`src/sv/pms_pkg.sv`:
```
`timescale 1ns / 1ps
`default_nettype none
// ----------------------------------------------------------------------------
// pms_pkg
// Shared types, constants and register indexes of the prefetch mode selector.
// ----------------------------------------------------------------------------
package pms_pkg;

    // default sizes
    localparam int WINDOW_MAX_DEF = 64;
    localparam int ADDR_BITS_DEF  = 48;
    localparam int LINE_SHIFT_DEF = 6;
    localparam int PAGE_SHIFT_DEF = 12;

    // configuration port
    localparam int CFG_IDX_W  = 3;
    localparam int CFG_DATA_W = 17;
    localparam int RATIO_W    = 17;
    localparam int FRAC_W     = 16;

    // mode encoding
    typedef enum logic [1:0] {
        MODE_NONE = 2'd0,
        MODE_ORIG = 2'd1,
        MODE_FDP  = 2'd2,
        MODE_BOP  = 2'd3
    } pms_mode_t;

    // register indexes
    typedef enum logic [CFG_IDX_W-1:0] {
        CFG_WINDOW_LENGTH   = 3'd0,
        CFG_EVAL_STRIDE     = 3'd1,
        CFG_DECISION_STREAK = 3'd2,
        CFG_LOCK_AFTER      = 3'd3,
        CFG_INITIAL_MODE    = 3'd4,
        CFG_BOP_PAGE_MIN    = 3'd5,
        CFG_FDP_PAGE_MAX    = 3'd6,
        CFG_ORIG_DELTA_MIN  = 3'd7
    } pms_cfg_idx_t;

    // register reset values
    localparam logic [6:0]         WINDOW_LENGTH_RST = 7'd32;
    localparam logic [15:0]        EVAL_STRIDE_RST   = 16'd1;
    localparam logic [7:0]         STREAK_RST        = 8'd2;
    localparam logic [RATIO_W-1:0] BOP_MIN_RST       = 17'd32768;
    localparam logic [RATIO_W-1:0] FDP_MAX_RST       = 17'd16384;
    localparam logic [RATIO_W-1:0] ORIG_MIN_RST      = 17'd32768;

    localparam logic [6:0] WINDOW_MIN   = 7'd8;
    localparam logic [7:0] STREAK_SAT   = 8'd255;
    localparam int         SMALL_DELTA  = 4;

    // controller states
    typedef enum logic [1:0] {
        ST_IDLE,
        ST_ROTATE,
        ST_DECIDE
    } pms_state_t;

    // controller to datapath
    typedef struct packed {
        logic load;
        logic rotate;
        logic decide;
    } pms_cmd_t;

    // datapath to controller
    typedef struct packed {
        logic eval_start;
        logic last_step;
    } pms_status_t;

endpackage
`default_nettype wire

```
`src/sv/pms_ctrl.sv`:
```
`timescale 1ns / 1ps
`default_nettype none
// ----------------------------------------------------------------------------
// pms_ctrl
// Sequencer: accepts items, runs the window sweep and holds the result valid.
// ----------------------------------------------------------------------------
module pms_ctrl (
    input  wire logic                clk,
    input  wire logic                rst_n,
    input  wire logic                in_valid,
    output logic                     in_ready,
    output logic                     out_valid,
    input  wire logic                out_ready,
    output pms_pkg::pms_cmd_t        cmd,
    input  wire pms_pkg::pms_status_t status
);

    pms_pkg::pms_state_t state_reg, state_next;
    logic out_valid_reg, out_valid_next;
    logic accept;

    assign out_valid = out_valid_reg;
    assign accept    = in_valid && in_ready;

    // state and result valid registers
    always_ff @(posedge clk or negedge rst_n)
    begin
        if (!rst_n)
        begin
            state_reg     <= pms_pkg::ST_IDLE;
            out_valid_reg <= 1'b0;
        end
        else
        begin
            state_reg     <= state_next;
            out_valid_reg <= out_valid_next;
        end
    end

    // next state
    always_comb
    begin
        state_next = state_reg;
        unique case (state_reg)
            pms_pkg::ST_IDLE:
            begin
                if (accept && status.eval_start)
                    state_next = pms_pkg::ST_ROTATE;
            end
            pms_pkg::ST_ROTATE:
            begin
                if (status.last_step)
                    state_next = pms_pkg::ST_DECIDE;
            end
            pms_pkg::ST_DECIDE:
            begin
                state_next = pms_pkg::ST_IDLE;
            end
            default:
            begin
                state_next = pms_pkg::ST_IDLE;
            end
        endcase
    end

    // outputs and commands
    always_comb
    begin
        in_ready       = 1'b0;
        cmd            = '0;
        out_valid_next = out_valid_reg && !out_ready;
        unique case (state_reg)
            pms_pkg::ST_IDLE:
            begin
                in_ready = !out_valid_reg || out_ready;
                cmd.load = accept;
                if (accept && !status.eval_start)
                    out_valid_next = 1'b1;
            end
            pms_pkg::ST_ROTATE:
            begin
                cmd.rotate = 1'b1;
            end
            pms_pkg::ST_DECIDE:
            begin
                cmd.decide     = 1'b1;
                out_valid_next = 1'b1;
            end
            default:
            begin
                in_ready = 1'b0;
            end
        endcase
    end

endmodule
`default_nettype wire

```
`config.mk`:
```
export PLATFORM = sky130hd
export DESIGN_NAME = pms_ctrl
export DESIGN_NICKNAME = d
export VERILOG_FILES = /design/src/sv/pms_pkg.sv /design/src/sv/pms_ctrl.sv
export SDC_FILE = /design/constraint.sdc
export NUM_CORES = 1
export LEC_CHECK = 0
export ABC_CLOCK_PERIOD_IN_PS = 1200
export BUFFER_PORTS_ARGS = -buffer_cell sky130_fd_sc_hd__buf_4
export CORE_AREA = 5 5 42 44
export CTS_CLUSTER_SIZE = 40
export DETAILED_ROUTE_END_ITERATION = 8
export DIE_AREA = 0 0 47 49
export PLACE_DENSITY = 0.34
export REMOVE_ABC_BUFFERS = 1
export SLEW_MARGIN = 0
export SYNTH_ARGS = -nofsm -noshare
export SYNTH_HDL_FRONTEND = slang
export SYNTH_SLANG_ARGS = --single-unit
export TNS_END_PERCENT = 50
```
`constraint.sdc`:
```
create_clock -name clk -period 1.2 [get_ports clk]
set_input_delay 0.24 -clock clk [delete_from_list [all_inputs] [get_ports clk]]
set_output_delay 0.24 -clock clk [all_outputs]
set_load 0.02 [all_outputs]
```
### Word-level counts from Yosys, hierarchy flattened

Index checks and enable logic that the tools add are counted.

| operators by class | value |
|---|---|
| eq/ne operators | 4 |
| mux-type cells | 9 |
| reductions and logical operators | 10 |

Operators by type and width:

| kind | number |
|---|---|
| 2-to-1 mux 1 bit | 5 |
| logical AND 1 bit | 4 |
| 2-to-1 mux 2 bit | 2 |
| inequality test 2 bit (second input constant) | 2 |
| case mux 2 bit (2 select lines) | 1 |
| zero test 1 bit | 3 |
| equality test 2 x 1 -> 1 bit (second input constant) | 1 |
| equality test 2 bit (second input constant) | 1 |
| zero test 2 bit | 1 |
| case mux 1 bit (2 select lines) | 1 |
| AND reduction 2 bit | 1 |
| logical OR 1 bit | 1 |

| word-level totals | value |
|---|---|
| bits in registers | 3 |
| bits of input ports | 6 |
| output and inout bits | 5 |
| logic and storage cells | 25 |

### Longest topological paths before layout

| logic depth | value |
|---|---|
| word-level depth | 7 |
| gate-level depth with buffers | 3 |
| gate-level depth less buffers | 3 |

### Least setup slack after synthesis

OpenSTA, ideal clock, no wires.

| timing | value |
|---|---|
| kind | flip-flop to output port |
| start | register out_valid_reg, in the netlist out_valid |
| end | output port cmd[2] (netlist bit) |
| arrival time | 830 ps |
| data required time | 960 ps |
| slack | 130 ps |
| cell stages (with the launch flop) | 3 |
| path through | dfrtp_1 nand2b_1 and3_1 |

RTL lines:

| what | RTL line | RTL |
|---|---|---|
| start, declared | pms_ctrl.sv:19 | `logic out_valid_reg, out_valid_next;` |
| start signal, assigned | pms_ctrl.sv:36 | `out_valid_reg <= out_valid_next;` |
| end, declared | pms_ctrl.sv:14 | `output pms_pkg::pms_cmd_t cmd,` |

==> results.cfg <==
[cells_and_area]
drive_gt1_frac = 0.5758
layout.nets = 40
final_cell_mix = 10 x buf_4, 3 x clkbuf_4, 3 x dfrtp_1, 3 x buf_6
antennaDiodeCount = 0
mostFrequentLayoutCell = buf_4
multi_input_area_um2 = 85.08
seqCellArea_um2 = 75.07
area_delta_synth_final_pct = 94.82
largest_register_ffs = 2
num-fill-cells = 158

[logic_synthesis]
synth_fa_ha_area_frac = 0
netlist_top_cells_area = dfrtp_1 44%, nor2b_4 16%, and2_1 7.4%
ys_seq_area_frac = 0.4444
synth_compound_area_frac = 0.1185
yosysTopAreaCell = dfrtp_1
synth_area_um2 = 168.9
yosys.area.top_type_share = 0.4444
yosys_warnings = 0
post_synth.cell_area_avg_um2 = 10.56
synthMuxAreaShare = 0
ys_types = 12
synthSimpleGateAreaFrac = 0.3704
ys_ff_latch = 3
synth_top_family_by_area = simple AND/OR/NAND/NOR gates
netlist_instances = 16
synth-xor-area-share = 0

[sta]
fin_ws_ns = -0.08815
fin_crit_ns = 1.288
slew_headroom = 0.8977
hold_viol = 0
fmax_mhz = 776.3
rsz0062_at_grt = yes
period_share = 1.073
tns_ns = -0.2685
holdWs_ns = 0.2500
tightest_slew_ns = 0.1518
setup_viol = 4
fin_skew_ns = 0.001988
slew_viol_final = 0

[drt]
drtIter0Drc = 1
firstDrtPassIters = 2
drt-met1-wl_um = 180
dr_wl_met3_um = 98
met2_length_um = 177
drt_wl_total_um = 456
drcViolationCount = 0
top_layer = met3
ant_nets = 0
vias = 165
wl_per_cell_um = 9.306
viasPerCell = 3.367

[run_status]
outcome = finished, violations left
violations = setup timing

[clock_tree]
clkTransAtPathRegs_ns = 0.04
cts_buffers = 3
cts_sinks = 3
root_buffer = clkbuf_4
clk_latency_ns = 0.23
cts.htree.levels = 1
cts_tree = built
ctsLongestPathBuffers = 2

[die]
start_util = 0.1205
pin_count = 11
die-area_mm2 = 0.002303
rows = 14
coreArea_mm2 = 0.001401
die_x_um = 47
die_y_um = 49

[setup_path]
critPathMaxStageDelay_ns = 0.39
crit_arrival_ns = 1.05
cp.required_ns = 0.96
crit_path_start_kind = register
cp_cell_sequence = nor2_2, and3_1, buf_6
end_kind = output pin
timing.critical_path.slowest_stage_cell = dfrtp_1
path_class = reg -> out
crit_path_max_fanout = 3

[place]
place.gp.congestion = 0.6971
port_buffers = 10
dpl_worst_slack_ns = 0.07302

[global_routing]
grt_use_total = 0.04863
grt-ovfl-total = 0
grt_max_degree = 5
antenna_found_initial = 0
grt_pass1_wl_um = 724
grt_pass1_vias = 192

[pwr]
pwr_density_cell_mw_per_mm2 = 1532
ir_drop_mv = 0.4778
power.leakage_nw = 0.1697

[min_path]
hp-class = in -> reg

[job]
maxCapViolations = 0
## per-layer routing
layer | vias to the layer above | GRT usage
li1 | 87 | -
met2 | 11 | 0.05882
met5 | - | 0
met4 | 0 | 0.06912
met3 | 0 | 0.02952
met1 | 67 | 0.04405
## final timing paths
check	from	to	slack [ns]	cells after the start
setup / recovery	state_reg[0]	cmd[2]	-0.09	3
hold / removal	status[0]	state_reg[1]	0.25	2
setup reg to reg	state_reg[0]	state_reg[0]	0.10	4
hold reg to reg	state_reg[0]	out_valid	0.53	1
max in group asynchronous	rst_n	state_reg[0]	0.77	2
min in group asynchronous	rst_n	state_reg[1]	0.33	2
## synthesized netlist by cell type
| library cell | n |
|---|---|
| buf_4 | 1 |
| a21oi_1 | 1 |
| nor2b_4 | 2 |
| nor2_1 | 1 |
| nor2b_1 | 1 |
| dfrtp_1 | 3 |
| inv_1 | 1 |
| and2_1 | 2 |
| o21ai_0 | 1 |
| nand2b_1 | 1 |
| a41o_1 | 1 |
| and3_1 | 1 |
## report_power, final
group	internal (W)	switching, W	total, W
Sequential	0.000118	0.0000134	0.000131
Combinational	0.000112	0.0000879	0.000200
Clock	0.000124	0.0000487	0.000173
Total	0.000354	0.000150	0.000504
## area by class of cell
type / instances / area share
Timing Repair Buffer: 14 / 0.3612
Inverter: 1 / 0.01141
Clock buffer: 4 / 0.07985
Sequential cell: 3 / 0.2281
Multi-Input combinational cell: 11 / 0.2586
Tap cell: 16 / 0.06084
## stage by stage
stage | instances | area (um2) | utilization | power, W
after floorplan | 15 | 161.4 | - | 0.0002211
after global placement | 41 | 256.5 | 0.1830 | 0.0002939
after detailed placement | 41 | 256.5 | 0.1830 | 0.0002965
after CTS | 47 | 314.1 | 0.2241 | 0.0005058
after global routing | 49 | 329.1 | 0.2348 | 0.0005417
final | 49 | 329.1 | 0.2348 | 0.0005041
## cell families (layout without fill, tap and decap cells)
group / after synthesis / in the layout
AND/OR/NAND/NOR: 8 / 8
AO/OA/AOI/OAI: 3 / 3
flip-flops: 3 / 3
buffers and inverters: 2 / 19
## critical path: cells and delay by family, from the launching register on
kind | cells | cell delay [ns]
buf+inv | 1 | 0.12
flops | 1 | 0.39
simple gates | 2 | 0.31
## what timing repair did
| action | 4_1_cts | 5_1_grt |
|---|---|---|
| hold buffers | 1 | 0 |
| buffers inserted | 1 | 2 |
| hold endpoints to repair | 3 | 0 |
| gates resized for setup | 4 | 0 |
| gates cloned | 0 | 0 |
| pin swaps | 3 | 1 |
| setup endpoints to repair | 3 | 4 |
Power figures use the tool's default switching activity.
